===== src/rtl/cisv_pkg.sv =====
`timescale 1ns / 1ps
// ----------------------------------------------------------------------------
// cisv_pkg: shared types and constants of the CBOR item skip validator
// Field widths, CBOR header codes, result codes, and the command and status
// groups that join the controller and the datapath.
// ----------------------------------------------------------------------------
package cisv_pkg;

	localparam int unsigned DEF_MAX_DEPTH = 8;

	localparam int unsigned DATA_W   = 8;
	localparam int unsigned STATUS_W = 2;
	localparam int unsigned COUNT_W  = 32;
	localparam int unsigned BUDGET_W = 16;
	localparam int unsigned BASE_W   = 4;
	localparam int unsigned KIDS_W   = 17;
	localparam int unsigned ARG_W    = 64;

	// Configuration register indexes.
	localparam int unsigned CFG_IDX_W = 1;
	localparam logic [CFG_IDX_W-1:0] CFG_BUDGET_START = 1'd0;
	localparam logic [CFG_IDX_W-1:0] CFG_BASE_DEPTH   = 1'd1;

	localparam logic [BUDGET_W-1:0] BUDGET_RESET = 16'd4096;
	localparam logic [BASE_W-1:0]   BASE_RESET   = 4'd0;

	// CBOR major types.
	localparam logic [2:0] MAJ_UINT   = 3'd0;
	localparam logic [2:0] MAJ_NINT   = 3'd1;
	localparam logic [2:0] MAJ_BSTR   = 3'd2;
	localparam logic [2:0] MAJ_TSTR   = 3'd3;
	localparam logic [2:0] MAJ_ARRAY  = 3'd4;
	localparam logic [2:0] MAJ_MAP    = 3'd5;
	localparam logic [2:0] MAJ_TAG    = 3'd6;
	localparam logic [2:0] MAJ_SIMPLE = 3'd7;

	// Additional-info codes.
	localparam logic [4:0] INFO_FALSE = 5'd20;
	localparam logic [4:0] INFO_NULL  = 5'd22;
	localparam logic [4:0] INFO_ARG1  = 5'd24;
	localparam logic [4:0] INFO_RSVD  = 5'd28;

	typedef enum logic [STATUS_W-1:0] {
		ST_OK        = 2'd0,
		ST_TRUNC     = 2'd1,
		ST_MALFORMED = 2'd2,
		ST_LIMIT     = 2'd3
	} status_t;

	typedef enum logic [1:0] {
		EV_NONE = 2'd0,
		EV_END  = 2'd1,
		EV_ERR  = 2'd2
	} event_t;

	// Controller to datapath.
	typedef struct packed {
		logic step;   // a byte is accepted this cycle
		logic close;  // one more level of the container close cascade
		logic fin;    // settle the current outcome (emit and buffer bookkeeping)
		logic held;   // the outcome to settle is the one stored earlier
		logic hold;   // store the current outcome, the output register is busy
	} cmd_t;

	// Datapath to controller.
	typedef struct packed {
		logic resolved;    // outcome of the beat is known this cycle
		logic need_close;  // a container closed and the next level must be checked
		logic emit;        // the outcome produces a result
	} stat_t;

endpackage


===== src/rtl/cisv_in_if.sv =====
`timescale 1ns / 1ps
// ----------------------------------------------------------------------------
// cisv_in_if: byte channel into the validator
// One beat carries one byte of the encoded buffer and its last-byte mark.
// ----------------------------------------------------------------------------
interface cisv_in_if;
	logic                        valid;
	logic                        ready;
	logic [cisv_pkg::DATA_W-1:0] data_byte;
	logic                        is_last;

	modport source (output valid, output data_byte, output is_last, input ready);
	modport sink (input valid, input data_byte, input is_last, output ready);
endinterface


===== src/rtl/cisv_out_if.sv =====
`timescale 1ns / 1ps
// ----------------------------------------------------------------------------
// cisv_out_if: result channel of the validator
// One beat carries the status, byte count and remaining container budget.
// ----------------------------------------------------------------------------
interface cisv_out_if;
	logic                          valid;
	logic                          ready;
	logic [cisv_pkg::STATUS_W-1:0] status;
	logic [cisv_pkg::COUNT_W-1:0]  byte_count;
	logic [cisv_pkg::BUDGET_W-1:0] budget_left;

	modport source (output valid, output status, output byte_count, output budget_left,
		input ready);
	modport sink (input valid, input status, input byte_count, input budget_left,
		output ready);
endinterface


===== src/rtl/cisv_ctrl.sv =====
`timescale 1ns / 1ps
// ----------------------------------------------------------------------------
// cisv_ctrl: sequencing controller of the validator
// Accepts bytes, runs the container close cascade one level per cycle and
// owns the valid flag of the output register.
// ----------------------------------------------------------------------------
module cisv_ctrl (
	input  logic             clk,
	input  logic             arst_n,
	input  logic             in_valid,
	output logic             in_ready,
	output logic             out_valid,
	input  logic             out_ready,
	output cisv_pkg::cmd_t   cmd,
	input  cisv_pkg::stat_t  st
);

	typedef enum logic [1:0] {
		S_IDLE,
		S_CLOSE,
		S_WAIT
	} state_t;

	state_t state_q;
	state_t state_d;
	logic   out_valid_q;
	logic   out_valid_d;
	logic   out_free;
	logic   busy_done;

	assign out_free  = !out_valid_q || out_ready;
	assign in_ready  = (state_q == S_IDLE);
	assign out_valid = out_valid_q;

	always_comb begin
		cmd       = '0;
		cmd.step  = (state_q == S_IDLE) && in_valid;
		cmd.close = (state_q == S_CLOSE);
		cmd.held  = (state_q == S_WAIT);
		busy_done = (cmd.step || cmd.close) && st.resolved;
		cmd.fin   = (busy_done || cmd.held) && (!st.emit || out_free);
		cmd.hold  = busy_done && st.emit && !out_free;

		state_d = state_q;
		case (state_q)
			S_IDLE: begin
				if (cmd.step && st.need_close) begin
					state_d = S_CLOSE;
				end else if (cmd.hold) begin
					state_d = S_WAIT;
				end
			end
			S_CLOSE: begin
				if (st.need_close) begin
					state_d = S_CLOSE;
				end else if (cmd.hold) begin
					state_d = S_WAIT;
				end else begin
					state_d = S_IDLE;
				end
			end
			S_WAIT: begin
				if (cmd.fin) begin
					state_d = S_IDLE;
				end
			end
			default: begin
				state_d = S_IDLE;
			end
		endcase

		if (cmd.fin && st.emit) begin
			out_valid_d = 1'b1;
		end else if (out_ready) begin
			out_valid_d = 1'b0;
		end else begin
			out_valid_d = out_valid_q;
		end
	end

	always_ff @(posedge clk or negedge arst_n) begin
		if (!arst_n) begin
			state_q     <= S_IDLE;
			out_valid_q <= 1'b0;
		end else begin
			state_q     <= state_d;
			out_valid_q <= out_valid_d;
		end
	end

	// A held result only exists while the output register is occupied.
	a_wait_has_output: assert property (@(posedge clk) disable iff (!arst_n)
		(state_q == S_WAIT) |-> out_valid_q)
		else $error("waiting for the output register while it is empty");

	// A new result never overwrites one that has not been taken.
	a_no_overwrite: assert property (@(posedge clk) disable iff (!arst_n)
		(cmd.fin && st.emit) |-> (!out_valid_q || out_ready))
		else $error("result loaded over a pending beat");

endmodule


===== src/rtl/cisv_dp.sv =====
`timescale 1ns / 1ps
// ----------------------------------------------------------------------------
// cisv_dp: datapath of the validator
// Header and argument decoding, string payload skipping, the stack of child
// counters, budget and depth checks, byte counting and the output register.
// ----------------------------------------------------------------------------
module cisv_dp #(
	parameter int unsigned MAX_DEPTH = cisv_pkg::DEF_MAX_DEPTH
) (
	input  logic                                clk,
	input  logic                                arst_n,
	input  logic                                cfg_we,
	input  logic [cisv_pkg::CFG_IDX_W-1:0]      cfg_index,
	input  logic [cisv_pkg::BUDGET_W-1:0]       cfg_wdata,
	input  logic [cisv_pkg::DATA_W-1:0]         data_byte,
	input  logic                                is_last,
	input  cisv_pkg::cmd_t                      cmd,
	output cisv_pkg::stat_t                     st,
	output logic [cisv_pkg::STATUS_W-1:0]       status,
	output logic [cisv_pkg::COUNT_W-1:0]        byte_count,
	output logic [cisv_pkg::BUDGET_W-1:0]       budget_left
);

	localparam int unsigned BUDGET_W = cisv_pkg::BUDGET_W;
	localparam int unsigned BASE_W   = cisv_pkg::BASE_W;
	localparam int unsigned COUNT_W  = cisv_pkg::COUNT_W;
	localparam int unsigned KIDS_W   = cisv_pkg::KIDS_W;
	localparam int unsigned ARG_W    = cisv_pkg::ARG_W;
	localparam int unsigned OPEN_W   = $clog2(MAX_DEPTH + 1);
	localparam int unsigned IDX_W    = (MAX_DEPTH > 1) ? $clog2(MAX_DEPTH) : 1;
	localparam int unsigned BASE_MAX = (1 << BASE_W) - 1;
	localparam int unsigned NEST_MAX = (MAX_DEPTH > BASE_MAX) ? MAX_DEPTH : BASE_MAX;
	localparam int unsigned NEST_W   = $clog2(NEST_MAX + 1);

	typedef enum logic [1:0] {
		PH_HEADER,
		PH_ARG,
		PH_PAYLOAD,
		PH_DRAIN
	} phase_t;

	// Control state.
	logic [BUDGET_W-1:0] budget_start_q;
	logic [BASE_W-1:0]   base_depth_q;
	phase_t              phase_q, phase_d;
	logic [NEST_W-1:0]   nest_q, nest_d;
	logic [OPEN_W-1:0]   open_q, open_d;
	logic [BUDGET_W-1:0] budget_q, budget_d;
	logic [COUNT_W-1:0]  consumed_q, consumed_d;
	logic                fresh_q, fresh_d;
	logic                last_q, last_d;
	cisv_pkg::event_t    ev_q, ev_d;

	// Payload state.
	logic [3:0]          arg_left_q, arg_left_d;
	logic [1:0]          arg_wsel_q, arg_wsel_d;
	logic [ARG_W-1:0]    arg_value_q, arg_value_d;
	logic [2:0]          major_q, major_d;
	logic [ARG_W-1:0]    payload_q, payload_d;
	cisv_pkg::status_t   code_q, code_d;
	logic [KIDS_W-1:0]   stack_q [MAX_DEPTH];
	cisv_pkg::status_t   status_q, status_d;
	logic [COUNT_W-1:0]  count_q, count_d;
	logic [BUDGET_W-1:0] left_q, left_d;
	logic                out_load;

	// Working signals.
	logic [BUDGET_W-1:0] budget_e;
	logic [NEST_W-1:0]   nest_e, nest_cur;
	logic [OPEN_W-1:0]   open_e, open_cur;
	logic [IDX_W-1:0]    top_idx;
	logic [KIDS_W-1:0]   top_dec;
	logic [4:0]          info;
	logic [2:0]          maj;
	logic [ARG_W-1:0]    arg_next;
	logic [ARG_W-1:0]    arg_v;
	logic                top_zero;
	logic                over;
	logic                setup;
	logic                arg_go;
	logic                leaf;
	logic                do_leaf;
	logic [KIDS_W-1:0]   kids;
	logic                stk_we;
	logic [IDX_W-1:0]    stk_idx;
	logic [KIDS_W-1:0]   stk_data;
	cisv_pkg::event_t    ev_now, ev_sel;
	cisv_pkg::status_t   code_now, code_sel;
	logic                last_sel;
	logic                drain_step;

	always_comb begin
		// The first byte of a buffer sees the configured budget and depth.
		budget_e = fresh_q ? budget_start_q : budget_q;
		nest_e   = fresh_q ? NEST_W'(base_depth_q) : nest_q;
		open_e   = fresh_q ? '0 : open_q;
		open_cur = cmd.step ? open_e : open_q;
		nest_cur = cmd.step ? nest_e : nest_q;
		top_idx  = IDX_W'(open_cur - OPEN_W'(1));
		top_dec  = stack_q[top_idx] - KIDS_W'(1);

		info     = data_byte[4:0];
		maj      = data_byte[7:5];
		arg_next = {arg_value_q[ARG_W-9:0], data_byte};

		// A multi-byte argument whose leading byte is zero fits a narrower form.
		case (arg_wsel_q)
			2'd1:    top_zero = (arg_next[15:8] == 8'd0);
			2'd2:    top_zero = (arg_next[31:24] == 8'd0);
			2'd3:    top_zero = (arg_next[63:56] == 8'd0);
			default: top_zero = 1'b0;
		endcase

		phase_d     = phase_q;
		nest_d      = nest_q;
		open_d      = open_q;
		budget_d    = budget_q;
		consumed_d  = consumed_q;
		fresh_d     = fresh_q;
		last_d      = last_q;
		ev_d        = ev_q;
		code_d      = code_q;
		arg_left_d  = arg_left_q;
		arg_wsel_d  = arg_wsel_q;
		arg_value_d = arg_value_q;
		major_d     = major_q;
		payload_d   = payload_q;

		stk_we     = 1'b0;
		stk_idx    = top_idx;
		stk_data   = top_dec;
		ev_now     = cisv_pkg::EV_NONE;
		code_now   = cisv_pkg::ST_MALFORMED;
		setup      = 1'b0;
		arg_go     = 1'b0;
		arg_v      = '0;
		leaf       = 1'b0;
		over       = 1'b0;
		kids       = '0;
		drain_step = 1'b0;
		st         = '0;

		if (cmd.step) begin
			last_d   = is_last;
			fresh_d  = 1'b0;
			budget_d = budget_e;
			nest_d   = nest_e;
			open_d   = open_e;
			if (phase_q == PH_DRAIN) begin
				drain_step = 1'b1;
				if (is_last) begin
					phase_d    = PH_HEADER;
					open_d     = '0;
					consumed_d = '0;
					fresh_d    = 1'b1;
				end
			end else begin
				if (consumed_q != '1) begin
					consumed_d = consumed_q + COUNT_W'(1);
				end
				case (phase_q)
					PH_HEADER: begin
						major_d = maj;
						if (info >= cisv_pkg::INFO_RSVD) begin
							ev_now = cisv_pkg::EV_ERR;
						end else if (maj == cisv_pkg::MAJ_SIMPLE) begin
							if (info >= cisv_pkg::INFO_FALSE && info <= cisv_pkg::INFO_NULL) begin
								leaf = 1'b1;
							end else if (info != cisv_pkg::INFO_ARG1) begin
								ev_now = cisv_pkg::EV_ERR;
							end else begin
								setup = 1'b1;
							end
						end else if (info < cisv_pkg::INFO_ARG1) begin
							arg_go = 1'b1;
							arg_v  = ARG_W'(info);
						end else begin
							setup = 1'b1;
						end
					end
					PH_ARG: begin
						arg_value_d = arg_next;
						arg_left_d  = arg_left_q - 4'd1;
						if (arg_left_q == 4'd1) begin
							phase_d = PH_HEADER;
							if (major_q == cisv_pkg::MAJ_SIMPLE) begin
								leaf = 1'b1;
							end else if (arg_wsel_q != 2'd0 && top_zero) begin
								ev_now = cisv_pkg::EV_ERR;
							end else begin
								arg_go = 1'b1;
								arg_v  = arg_next;
							end
						end
					end
					PH_PAYLOAD: begin
						payload_d = payload_q - ARG_W'(1);
						if (payload_q == ARG_W'(1)) begin
							phase_d = PH_HEADER;
							leaf    = 1'b1;
						end
					end
					default: begin
					end
				endcase

				// Argument of 1, 2, 4 or 8 bytes follows the header.
				if (setup) begin
					arg_wsel_d  = info[1:0];
					arg_left_d  = 4'd1 << info[1:0];
					arg_value_d = '0;
					phase_d     = PH_ARG;
				end

				if (arg_go) begin
					over = (arg_v[ARG_W-1:BUDGET_W] != '0) || (arg_v[BUDGET_W-1:0] > budget_e);
					case (major_d)
						cisv_pkg::MAJ_UINT, cisv_pkg::MAJ_NINT: begin
							leaf = 1'b1;
						end
						cisv_pkg::MAJ_BSTR, cisv_pkg::MAJ_TSTR: begin
							if (arg_v == '0) begin
								leaf = 1'b1;
							end else begin
								payload_d = arg_v;
								phase_d   = PH_PAYLOAD;
							end
						end
						cisv_pkg::MAJ_ARRAY, cisv_pkg::MAJ_MAP: begin
							if (over || nest_e >= NEST_W'(MAX_DEPTH)
								|| open_e >= OPEN_W'(MAX_DEPTH)) begin
								ev_now   = cisv_pkg::EV_ERR;
								code_now = cisv_pkg::ST_LIMIT;
							end else begin
								budget_d = budget_e - arg_v[BUDGET_W-1:0];
								if (major_d == cisv_pkg::MAJ_MAP) begin
									kids = {arg_v[BUDGET_W-1:0], 1'b0};
								end else begin
									kids = {1'b0, arg_v[BUDGET_W-1:0]};
								end
								if (arg_v[BUDGET_W-1:0] == '0) begin
									leaf = 1'b1;
								end else begin
									stk_we   = 1'b1;
									stk_idx  = IDX_W'(open_e);
									stk_data = kids;
									open_d   = open_e + OPEN_W'(1);
									nest_d   = nest_e + NEST_W'(1);
								end
							end
						end
						default: begin
							// A tag waits for the item it prefixes.
						end
					endcase
				end
			end
		end

		// One level of the close cascade: the finished child is counted off
		// the innermost open container, which closes in turn when it empties.
		do_leaf = (cmd.step && leaf) || cmd.close;
		if (do_leaf) begin
			if (open_cur == '0) begin
				ev_now = cisv_pkg::EV_END;
			end else begin
				stk_we   = 1'b1;
				stk_idx  = top_idx;
				stk_data = top_dec;
				if (top_dec == '0) begin
					open_d = open_cur - OPEN_W'(1);
					nest_d = nest_cur - NEST_W'(1);
					if (open_cur == OPEN_W'(1)) begin
						ev_now = cisv_pkg::EV_END;
					end else begin
						st.need_close = 1'b1;
					end
				end
			end
		end

		st.resolved = ((cmd.step && !drain_step) || cmd.close) && !st.need_close;

		ev_sel   = cmd.held ? ev_q : ev_now;
		code_sel = cmd.held ? code_q : code_now;
		last_sel = cmd.step ? is_last : last_q;
		st.emit  = (ev_sel != cisv_pkg::EV_NONE) || last_sel;

		if (cmd.hold) begin
			ev_d   = ev_now;
			code_d = code_now;
		end

		out_load = cmd.fin && st.emit;
		count_d  = consumed_d;
		left_d   = budget_d;
		if (ev_sel == cisv_pkg::EV_END) begin
			status_d = cisv_pkg::ST_OK;
		end else if (ev_sel == cisv_pkg::EV_ERR) begin
			status_d = code_sel;
		end else begin
			status_d = cisv_pkg::ST_TRUNC;
		end

		if (out_load) begin
			if (last_sel) begin
				phase_d    = PH_HEADER;
				open_d     = '0;
				consumed_d = '0;
				fresh_d    = 1'b1;
			end else if (ev_sel == cisv_pkg::EV_ERR) begin
				phase_d = PH_DRAIN;
			end else begin
				consumed_d = '0;
			end
		end
	end

	always_ff @(posedge clk or negedge arst_n) begin
		if (!arst_n) begin
			budget_start_q <= cisv_pkg::BUDGET_RESET;
			base_depth_q   <= cisv_pkg::BASE_RESET;
			phase_q        <= PH_HEADER;
			nest_q         <= NEST_W'(cisv_pkg::BASE_RESET);
			open_q         <= '0;
			budget_q       <= cisv_pkg::BUDGET_RESET;
			consumed_q     <= '0;
			fresh_q        <= 1'b1;
			last_q         <= 1'b0;
			ev_q           <= cisv_pkg::EV_NONE;
		end else begin
			if (cfg_we) begin
				case (cfg_index)
					cisv_pkg::CFG_BUDGET_START: budget_start_q <= cfg_wdata;
					cisv_pkg::CFG_BASE_DEPTH:   base_depth_q   <= cfg_wdata[BASE_W-1:0];
					default: begin
					end
				endcase
			end
			phase_q    <= phase_d;
			nest_q     <= nest_d;
			open_q     <= open_d;
			budget_q   <= budget_d;
			consumed_q <= consumed_d;
			fresh_q    <= fresh_d;
			last_q     <= last_d;
			ev_q       <= ev_d;
		end
	end

	always_ff @(posedge clk) begin
		arg_left_q  <= arg_left_d;
		arg_wsel_q  <= arg_wsel_d;
		arg_value_q <= arg_value_d;
		major_q     <= major_d;
		payload_q   <= payload_d;
		code_q      <= code_d;
		if (stk_we) begin
			stack_q[stk_idx] <= stk_data;
		end
		if (out_load) begin
			status_q <= status_d;
			count_q  <= count_d;
			left_q   <= left_d;
		end
	end

	assign status      = status_q;
	assign byte_count  = count_q;
	assign budget_left = left_q;

	// The stack of child counters never holds more levels than it has entries.
	a_open_bound: assert property (@(posedge clk) disable iff (!arst_n)
		open_q <= OPEN_W'(MAX_DEPTH))
		else $error("open container count beyond stack depth");

	// Dropping bytes after an error never happens at the start of a buffer.
	a_drain_not_fresh: assert property (@(posedge clk) disable iff (!arst_n)
		(phase_q == PH_DRAIN) |-> !fresh_q)
		else $error("drain phase with a fresh buffer");

endmodule


===== src/rtl/cbor_item_skip_validator_top.sv =====
`timescale 1ns / 1ps
// ----------------------------------------------------------------------------
// cbor_item_skip_validator_top: CBOR item skip and well-formedness checker
// Walks complete CBOR items one byte per beat and reports ok with the byte
// count when an item ends, an error at once, or truncated at the last byte.
//
//   channel   direction  beat contents
//   bytes     in         data_byte[7:0], is_last
//   results   out        status[1:0], byte_count[31:0], budget_left[15:0]
//   cfg       in         cfg_we, cfg_index (0 budget_start, 1 base_depth),
//                        cfg_wdata[15:0]
//
// A byte that empties a container nested in another stalls the byte channel
// while the close loop of the controller walks the stack of child counters
// outward; any other byte leaves the controller free for the next one.
// Reset is asynchronous; there is no clearing pass after it.
// A result waits in the output register until taken; the next byte is still
// accepted, and only a byte whose own result finds that register full stalls.
// ----------------------------------------------------------------------------
module cbor_item_skip_validator_top #(
	parameter int unsigned MAX_DEPTH = cisv_pkg::DEF_MAX_DEPTH
) (
	input  logic                           clk,
	input  logic                           arst_n,
	input  logic                           cfg_we,
	input  logic [cisv_pkg::CFG_IDX_W-1:0] cfg_index,
	input  logic [cisv_pkg::BUDGET_W-1:0]  cfg_wdata,
	cisv_in_if.sink                        bytes,
	cisv_out_if.source                     results
);

	cisv_pkg::cmd_t  cmd;
	cisv_pkg::stat_t st;

	cisv_ctrl u_ctrl (
		.clk       (clk),
		.arst_n    (arst_n),
		.in_valid  (bytes.valid),
		.in_ready  (bytes.ready),
		.out_valid (results.valid),
		.out_ready (results.ready),
		.cmd       (cmd),
		.st        (st)
	);

	cisv_dp #(
		.MAX_DEPTH (MAX_DEPTH)
	) u_dp (
		.clk         (clk),
		.arst_n      (arst_n),
		.cfg_we      (cfg_we),
		.cfg_index   (cfg_index),
		.cfg_wdata   (cfg_wdata),
		.data_byte   (bytes.data_byte),
		.is_last     (bytes.is_last),
		.cmd         (cmd),
		.st          (st),
		.status      (results.status),
		.byte_count  (results.byte_count),
		.budget_left (results.budget_left)
	);

endmodule


===== src/flat_wrapper.sv =====
// flat-port wrapper written by rule: the top's interface ports become plain ports
module cbor_item_skip_validator_top_flat 
#(
	parameter int unsigned MAX_DEPTH = cisv_pkg::DEF_MAX_DEPTH
)
  (clk, arst_n, cfg_we, cfg_index, cfg_wdata, bytes_valid, bytes_data_byte, bytes_is_last, bytes_ready, results_valid, results_status, results_byte_count, results_budget_left, results_ready);
  cisv_in_if bytes_i ();
  cisv_out_if results_i ();
  input  logic clk;
  input  logic arst_n;
  input  logic cfg_we;
  input  logic [cisv_pkg::CFG_IDX_W-1:0] cfg_index;
  input  logic [cisv_pkg::BUDGET_W-1:0] cfg_wdata;
  input wire logic [$bits(bytes_i.valid)-1:0] bytes_valid;
  input wire logic [$bits(bytes_i.data_byte)-1:0] bytes_data_byte;
  input wire logic [$bits(bytes_i.is_last)-1:0] bytes_is_last;
  output wire logic [$bits(bytes_i.ready)-1:0] bytes_ready;
  output wire logic [$bits(results_i.valid)-1:0] results_valid;
  output wire logic [$bits(results_i.status)-1:0] results_status;
  output wire logic [$bits(results_i.byte_count)-1:0] results_byte_count;
  output wire logic [$bits(results_i.budget_left)-1:0] results_budget_left;
  input wire logic [$bits(results_i.ready)-1:0] results_ready;
  assign bytes_i.valid = bytes_valid;
  assign bytes_i.data_byte = bytes_data_byte;
  assign bytes_i.is_last = bytes_is_last;
  assign bytes_ready = bytes_i.ready;
  assign results_valid = results_i.valid;
  assign results_status = results_i.status;
  assign results_byte_count = results_i.byte_count;
  assign results_budget_left = results_i.budget_left;
  assign results_i.ready = results_ready;
  cbor_item_skip_validator_top #(.MAX_DEPTH(MAX_DEPTH)) u_core (.clk(clk), .arst_n(arst_n), .cfg_we(cfg_we), .cfg_index(cfg_index), .cfg_wdata(cfg_wdata), .bytes(bytes_i), .results(results_i));
endmodule

===== config.mk =====
export PLATFORM = sky130hd
export DESIGN_NAME = cbor_item_skip_validator_top_flat
export DESIGN_NICKNAME = d
export VERILOG_FILES = /design/src/rtl/cisv_pkg.sv /design/src/rtl/cisv_in_if.sv /design/src/rtl/cisv_out_if.sv /design/src/rtl/cisv_ctrl.sv /design/src/rtl/cisv_dp.sv /design/src/rtl/cbor_item_skip_validator_top.sv /design/src/flat_wrapper.sv
export SDC_FILE = /design/constraint.sdc
export NUM_CORES = 1
export LEC_CHECK = 0
export BUFFER_PORTS_ARGS = -buffer_cell sky130_fd_sc_hd__buf_2
export CORE_MARGIN = 3
export CORE_UTILIZATION = 35
export CTS_BUF_LIST = sky130_fd_sc_hd__clkbuf_4
export CTS_CLUSTER_DIAMETER = 60
export DETAILED_ROUTE_END_ITERATION = 10
export PLACE_DENSITY = 0.61
export SYNTH_ARGS = -nofsm -noshare
export SYNTH_HDL_FRONTEND = slang
export SYNTH_SLANG_ARGS = --single-unit

===== constraint.sdc =====
create_clock -name clk -period 7.2 [get_ports clk]
set_input_delay 1.44 -clock clk [delete_from_list [all_inputs] [get_ports clk]]
set_output_delay 1.44 -clock clk [all_outputs]
set_load 0.02 [all_outputs]

==> flow_metrics.py, run 1 <==
metrics = {
    "sta": {
        "slew_headroom": 0.316,
        "finalHoldViolCount": 0,
        "setup_viol": 0,
        "fmax_ghz": 0.153,
        "rsz0062_at_grt": "false",
        "setup_tns_ps": 0,
        "slew_viol_final": 0,
        "timing.hold.ws_ps": 506,
        "finClkSkew_ps": 69.8,
        "worst_slew_pin_slew_ps": 1030,
        "fin_crit_ps": 6530,
        "min_period_over_period": 0.908,
    },
    "setup_path": {
        "critical_path.top_delay_family": "simple AND/OR/NAND/NOR gates",
        "reg2reg_depth": 18,
        "cp_cell_sequence": "nor4_1 > nand4b_1 > and3_2 > or2_2 > nand2_1 > inv_1 > fa_1 > nor2b_1 > o31a_1 > o31ai_1 > a21o_1 > or4b_2 > nand3_1 > nor4_2 > nand2_1 > nor2_2 > buf_4 > mux2i_1",
        "path_max_fanout": 32,
        "critical-path-max-stage-delay_ps": 730,
        "endpoint_kind": "flop",
        "worst-path-stages": 18,
        "crit_start": "u_core.u_dp.arg_value_q[21]$_SDFFCE_PP0P_",
        "rr_startpoint": "u_core.u_dp.arg_value_q[21]$_SDFFCE_PP0P_",
        "crit_slowest_cell": "nor4_2",
        "critPathRequiredTime_ps": 7700,
        "endpoint": "u_core.u_dp.stack_q[6][3]$_DFFE_PP_",
        "crit_type": "flop to flop",
        "arrival_ps": 7030,
        "start_kind": "flop",
        "r2r_setup_slack_ps": 670,
        "cpMostUsedCell": "nand2_1",
        "worst-path-buf-inv": 2,
        "r2r_end": "u_core.u_dp.stack_q[6][3]$_DFFE_PP_",
    },
    "global_routing": {
        "grt.overflow.total": 0,
        "grt_antenna_before_repair": 2,
        "grt_pass1_vias": 14757,
        "grt_max_degree": 90,
        "grt_first_pass_wirelength_um": 82300,
        "grt_use_total": 0.165,
    },
    "cts": {
        "cts_tree": "built",
        "clk_path_buf_depth": 3,
        "post_cts_buffers": 0,
        "clk_pin_slew_ps": 70,
        "numCtsBuffers": 102,
        "cts.sinks": 401,
        "cts_htree_levels": 3,
        "ctsResizeCount": 0,
        "cts_root_buf": "clkbuf_4",
        "clk_latency_ps": 830,
        "holdBufCountCts": 0,
    },
    "die": {
        "row_count": 88,
        "die_h_um": 248,
        "floorplan.die_area_um2": 61700,
        "initial_utilization": 0.355,
        "ios": 83,
        "coreArea_um2": 57900,
        "die_x_um": 248,
    },
    "job": {
        "max-cap-violations": 0,
    },
    "routing": {
        "vias": 14771,
        "drt_iter0_drc": 1080,
        "routed_wl_um": 51600,
        "drc": 0,
        "dr.pass1.iters": 6,
        "vias_per_cell": 5.37,
        "postRouteAntennaNets": 0,
        "post_drt_wl_per_cell_um": 18.8,
    },
    "yosys": {
        "yosysTopAreaCell": "edfxtp_1",
        "synth-seq-cells": 401,
        "synth_cell_types": 91,
        "synth_most_common_cell": "edfxtp_1",
        "synth_common_cells": "316 x edfxtp_1, 174 x nand2_1, 165 x a21oi_1",
        "yosys_warnings": 0,
        "seq_area_frac_synth": 0.565,
        "synthFlopType": "edfxtp_1",
        "synth_top_area_frac": 0.461,
        "synth_fp_nets": 1847,
        "synth_area_um2": 20600,
        "synth.avg_cell_area_um2": 11.5,
        "synth_edf_count": 316,
        "synthTopCellsByArea": "edfxtp_1 46%, dfrtp_1 10%, a21oi_1 4.0%, mux4_2 3.5%, nand2_1 3.2%",
        "syn_inst": 1783,
        "async_flop_share": 0.212,
    },
    "place": {
        "place.port_buffers": 82,
        "placed_cells": 2567,
        "hpwl_um": 35500,
        "gp_congestion": 0.865,
        "placed_area_um2": 21800,
    },
    "layout": {
        "post-route-util": 0.399,
        "final_area_um2": 23100,
        "syn2layout_area_growth_pct": 12.4,
        "nNetsFinal": 1970,
        "instances_no_fill": 2749,
        "drive_above_1_share": 0.206,
    },
    "pwr": {
        "power_density_nw_per_um2": 351,
        "leakage_nw": 8.22,
        "ir_worst_vdd_mv": 0.171,
    },
    "status": {
        "status": "complete, no violations",
    },
    "hold_path": {
        "hold_path_class": "flop to flop",
    },
}
## final cells by class
class | instances | area (um2)
inverter | 40 | 153
antenna | 1 | 2.50
multi-input combinational | 1247 | 8440
clock inverter | 28 | 148
clock buffer | 153 | 1150
tap | 765 | 957
timing repair buffer | 114 | 666
fill | 5607 | 34800
sequential | 401 | 11600
## logic make-up after synthesis
group | after synthesis | synth area share
adders and majority gates | 33 | 0.0204
DFF | 401 | 0.565
AOI/OAI and AO/OA | 415 | 0.120
buffers and inverters | 135 | 0.0273
muxes | 111 | 0.0759
and+or+nand+nor | 590 | 0.150
xor gates and xnor gates | 98 | 0.0417
## worst register-to-register path: stages (launching register included)
cell and delay [ps]:
edfxtp_1 430, nor4_1 620, nand4b_1 240, and3_2 430, or2_2 400, nand2_1 130
inv_1 90, fa_1 460, nor2b_1 180, o31a_1 190, o31ai_1 100, a21o_1 210
or4b_2 250, nand3_1 160, nor4_2 730, nand2_1 230, nor2_2 350, buf_4 430
mux2i_1 560
## routing by layer
metal / track usage / vias up / wire length [um]
met5: 0 / - / 0
met4: 0.0605 / 0 / 1210
met3: 0.0294 / 86 / 2790
met2: 0.272 / 451 / 25000
met1: 0.218 / 7263 / 22600
li1: - / 6971 / -
## how the worst min path moves through the flow
stage,startpoint,endpoint,cells after the start
final,u_core.u_dp.budget_q[12]$_DFF_PN1_,u_core.u_dp.budget_q[12]$_DFF_PN1_,2
after global routing,arst_n,u_core.u_dp.budget_start_q[7]$_DFFE_PN0P_,1
after CTS,arst_n,u_core.u_dp.budget_start_q[7]$_DFFE_PN0P_,1
after detailed placement,u_core.u_dp.budget_start_q[9]$_DFFE_PN0P_,u_core.u_dp.budget_start_q[9]$_DFFE_PN0P_,1
after global placement,u_core.u_dp.budget_q[11]$_DFF_PN0_,u_core.u_dp.budget_q[11]$_DFF_PN0_,2
after floorplan,u_core.u_dp.budget_q[10]$_DFF_PN0_,u_core.u_dp.budget_q[10]$_DFF_PN0_,2
## registers in the layout, summed over array words and instances, names as in the netlist, 16 cells and up
register,cells
u_core.u_dp.consumed_q,32
u_core.u_dp.stack_q,136
u_core.u_dp.budget_q,16
u_core.u_dp.arg_value_q,56
u_core.u_dp.budget_start_q,16
u_core.u_dp.payload_q,64
u_core.u_dp.budget_left,16
u_core.u_dp.byte_count,32
## power by group
group / internal (mW) / switching, mW
clock: 1.00 / 0.918
combinational: 1.03 / 1.66
sequential: 3.19 / 0.319
## placed cells by master (no fill, tap or decap), types with 5 or more instances in the layout
master | Yosys | layout
edfxtp_1 | 316 | 316
nand2_1 | 174 | 173
a21oi_1 | 165 | 165
clkbuf_4 | 0 | 153
o21ai_0 | 120 | 120
nor2_1 | 104 | 101
dfrtp_1 | 82 | 82
buf_2 | 6 | 81
and2_1 | 63 | 64
xnor2_1 | 59 | 59
nor3_1 | 44 | 43
mux2_2 | 41 | 41
xor2_1 | 39 | 39
inv_1 | 39 | 38
mux2i_1 | 38 | 38
mux4_2 | 32 | 32
ha_1 | 32 | 32
buf_4 | 4 | 32
nand3_1 | 30 | 30
nor4_1 | 28 | 28
nand4_1 | 22 | 22
a31oi_1 | 22 | 22
and3_1 | 22 | 21
clkinv_1 | 0 | 19
or4_1 | 16 | 16
or3_1 | 16 | 15
a21boi_1 | 14 | 14
nor2b_1 | 11 | 11
or2_2 | 10 | 10
nand2b_1 | 10 | 10
o31ai_1 | 10 | 10
a21boi_2 | 10 | 10
a21o_1 | 6 | 6
o21a_1 | 6 | 6
o21ai_1 | 6 | 5
a21boi_0 | 5 | 5
nor4_2 | 5 | 5
o22ai_1 | 5 | 5
o41ai_1 | 5 | 5
## metrics by stage
stage,total power [mW],worst slack (ps)
detailed placement,6.23,402
CTS,8.19,631
finish,8.12,666
global placement,6.16,670
floorplan,5.48,530
global route,8.65,43.0
Power figures use the tool's default switching activity.
==> inputs of run 2 (changes only) <==
==> constraint.sdc (replaced) <==
create_clock -name clk -period 5.7 [get_ports clk]
set_input_delay 1.14 -clock clk [delete_from_list [all_inputs] [get_ports clk]]
set_output_delay 1.14 -clock clk [all_outputs]
set_load 0.02 [all_outputs]
==> run 2 against run 1 <==
  * Clock-buffer cell count increased by 11
  * Final area rose by 5.1%
  * Die area stayed put
  * Clock power up 30%
  * Largest cell class unchanged
  * Highest routed layer is now met5
  * Final cell count grew 3.9%
  * Non-clock buffer count increased by 96
  * Setup slack worse by 510 ps
  * Sequential share of layout area shrank 2.4 points
==> flow_metrics.py, run 2 (synthesized netlist as in run 1, its figures left out) <==
metrics = {
    "global_routing": {
        "grt_antenna_before_repair": 4,
        "grt_pass1_vias": 15052,
        "grt_max_degree": 98,
        "grt.overflow.total": 0,
        "grt_use_total": 0.167,
        "grt_first_pass_wirelength_um": 83200,
    },
    "layout": {
        "largest_register_ffs": 136,
        "final_cell_mix": "316 x edfxtp_1, 172 x nand2_1, 164 x clkbuf_4",
        "fillers": 5501,
        "seq_area_um2": 11600,
        "multi_input_area_um2": 8640,
        "top_register": "u_core.u_dp.stack_q",
        "instances_no_fill": 2855,
        "reg_top3": "u_core.u_dp.stack_q x136, u_core.u_dp.payload_q x64, u_core.u_dp.arg_value_q x56",
        "syn2layout_area_growth_pct": 18.1,
        "final_common_cell": "edfxtp_1",
        "nNetsFinal": 2069,
        "drive_above_1_share": 0.261,
    },
    "sta": {
        "slew_headroom": 0.295,
        "setup_viol": 0,
        "min_period_over_period": 0.972,
        "fin_crit_ps": 5540,
        "slew_viol_final": 0,
        "rsz0062_at_grt": "true",
        "fmax_ghz": 0.180,
        "finClkSkew_ps": 85.8,
        "finalHoldViolCount": 0,
        "worst_slew_pin_slew_ps": 1060,
        "setup_tns_ps": 0,
    },
    "setup_path": {
        "cpMostUsedCell": "or4b_4",
        "endpoint_kind": "flop",
        "critical_path.top_delay_family": "simple AND/OR/NAND/NOR gates",
        "arrival_ps": 6060,
        "crit_slowest_cell": "or4b_4",
        "critical-path-max-stage-delay_ps": 540,
        "crit_type": "flop to flop",
        "start_kind": "flop",
        "worst-path-buf-inv": 4,
        "critPathRequiredTime_ps": 6220,
        "cp_cell_sequence": "inv_2 > ha_1 > inv_1 > or4b_4 > nor2b_4 > and3_2 > buf_4 > nor2_1 > nor2_2 > ha_2 > fa_2 > nor2b_1 > o31a_1 > o31ai_2 > a21o_1 > or4b_4 > o2111ai_4 > a31oi_1 > and3_1 > a31oi_4 > mux2_4 > nor2_4 > buf_12",
        "path_max_fanout": 34,
    },
    "place": {
        "placed_cells": 2656,
        "hpwl_um": 36700,
        "gp_congestion": 0.902,
        "place.port_buffers": 82,
    },
    "routing": {
        "vias": 15208,
        "routed_wl_um": 53400,
        "drc": 0,
        "drt_iter0_drc": 1220,
        "post_drt_wl_per_cell_um": 18.7,
        "dr.pass1.iters": 6,
        "vias_per_cell": 5.33,
        "postRouteAntennaNets": 0,
    },
    "die": {
        "ios": 83,
        "row_count": 88,
        "initial_utilization": 0.355,
        "floorplan.die_area_um2": 61700,
        "coreArea_um2": 57900,
        "die_x_um": 248,
        "die_h_um": 248,
    },
    "cts": {
        "cts_tree": "built",
        "clk_pin_slew_ps": 60,
        "holdBufCountCts": 0,
        "numCtsBuffers": 105,
        "cts_root_buf": "clkbuf_4",
        "cts.sinks": 401,
        "clk_latency_ps": 880,
        "cts_htree_levels": 3,
        "clk_path_buf_depth": 3,
    },
    "pwr": {
        "leakage_nw": 8.81,
        "ir_worst_vdd_mv": 0.232,
        "power_density_nw_per_um2": 445,
    },
    "status": {
        "status": "complete, no violations",
    },
    "hold_path": {
        "hold_path_class": "primary input to async pin",
    },
    "job": {
        "max-cap-violations": 0,
    },
}
run 2: path summary, 6_finish.rpt:
| check | depth (start not counted) | slack (ps) | endpoint | from |
|---|---|---|---|---|
| max | 23 | 160 | u_core.u_dp.byte_count[30]$_DFFE_PP_ | u_core.u_dp.arg_left_q[1]$_DFFE_PP_ |
| min | 1 | 250 | u_core.u_dp.open_q[2]$_DFF_PN0_ | arst_n |
| max in group asynchronous | 2 | 4350 | u_core.u_dp.consumed_q[31]$_DFF_PN0_ | arst_n |
| min in group clk | 2 | 500 | u_core.u_dp.budget_q[12]$_DFF_PN1_ | u_core.u_dp.budget_q[12]$_DFF_PN1_ |
| min reg2reg | 2 | 500 | u_core.u_dp.budget_q[12]$_DFF_PN1_ | u_core.u_dp.budget_q[12]$_DFF_PN1_ |
| max reg2reg | 23 | 160 | u_core.u_dp.byte_count[30]$_DFFE_PP_ | u_core.u_dp.arg_left_q[1]$_DFFE_PP_ |
run 2: routing by layer:
layer | GRT usage | vias up | part of all wire
li1 | - | 7172 | -
met1 | 0.226 | 7454 | 0.45
met2 | 0.268 | 475 | 0.47
met3 | 0.0380 | 105 | 0.058
met4 | 0.0549 | 2 | 0.024
met5 | 0 | - | 0.00024
run 2: cell type report:
class	count	area share
diodes	6	0.000618
inverters	40	0.00638
well taps	765	0.0394
flip-flops and latches	401	0.478
clock buffers	164	0.0507
repair buffers	210	0.0648
clock inverters	22	0.00458
multi-input cells	1247	0.355
run 2: power by group:
part	total (mW)	internal (mW)	switching (mW)
clock network	2.50	1.34	1.16
logic	3.94	1.62	2.32
registers	4.37	4.02	0.350
total	10.8	6.98	3.83
run 2: per-stage QoR:
stage | setup WS (ps) | instance area [um2] | power, mW | util | hold WS [ps]
6_report | 158 | 24300 | 10.8 | 0.420 | 246
5_1_grt | -47.0 | 24300 | 11.5 | 0.420 | 200
4_1_cts | 25.0 | 24100 | 10.8 | 0.416 | 165
3_5_place_dp | -453 | 22700 | 8.27 | 0.393 | 491
3_3_place_gp | -213 | 22700 | 8.19 | 0.393 | 492
2_1_floorplan | -52.5 | 20700 | 6.98 | - | 471
run 2: timing repair:
item,CTS,global route
cloned,0,2
setup endpoints to repair,166,325
pin swaps,2,9
buffers inserted,1,4
gates resized for setup,6,21
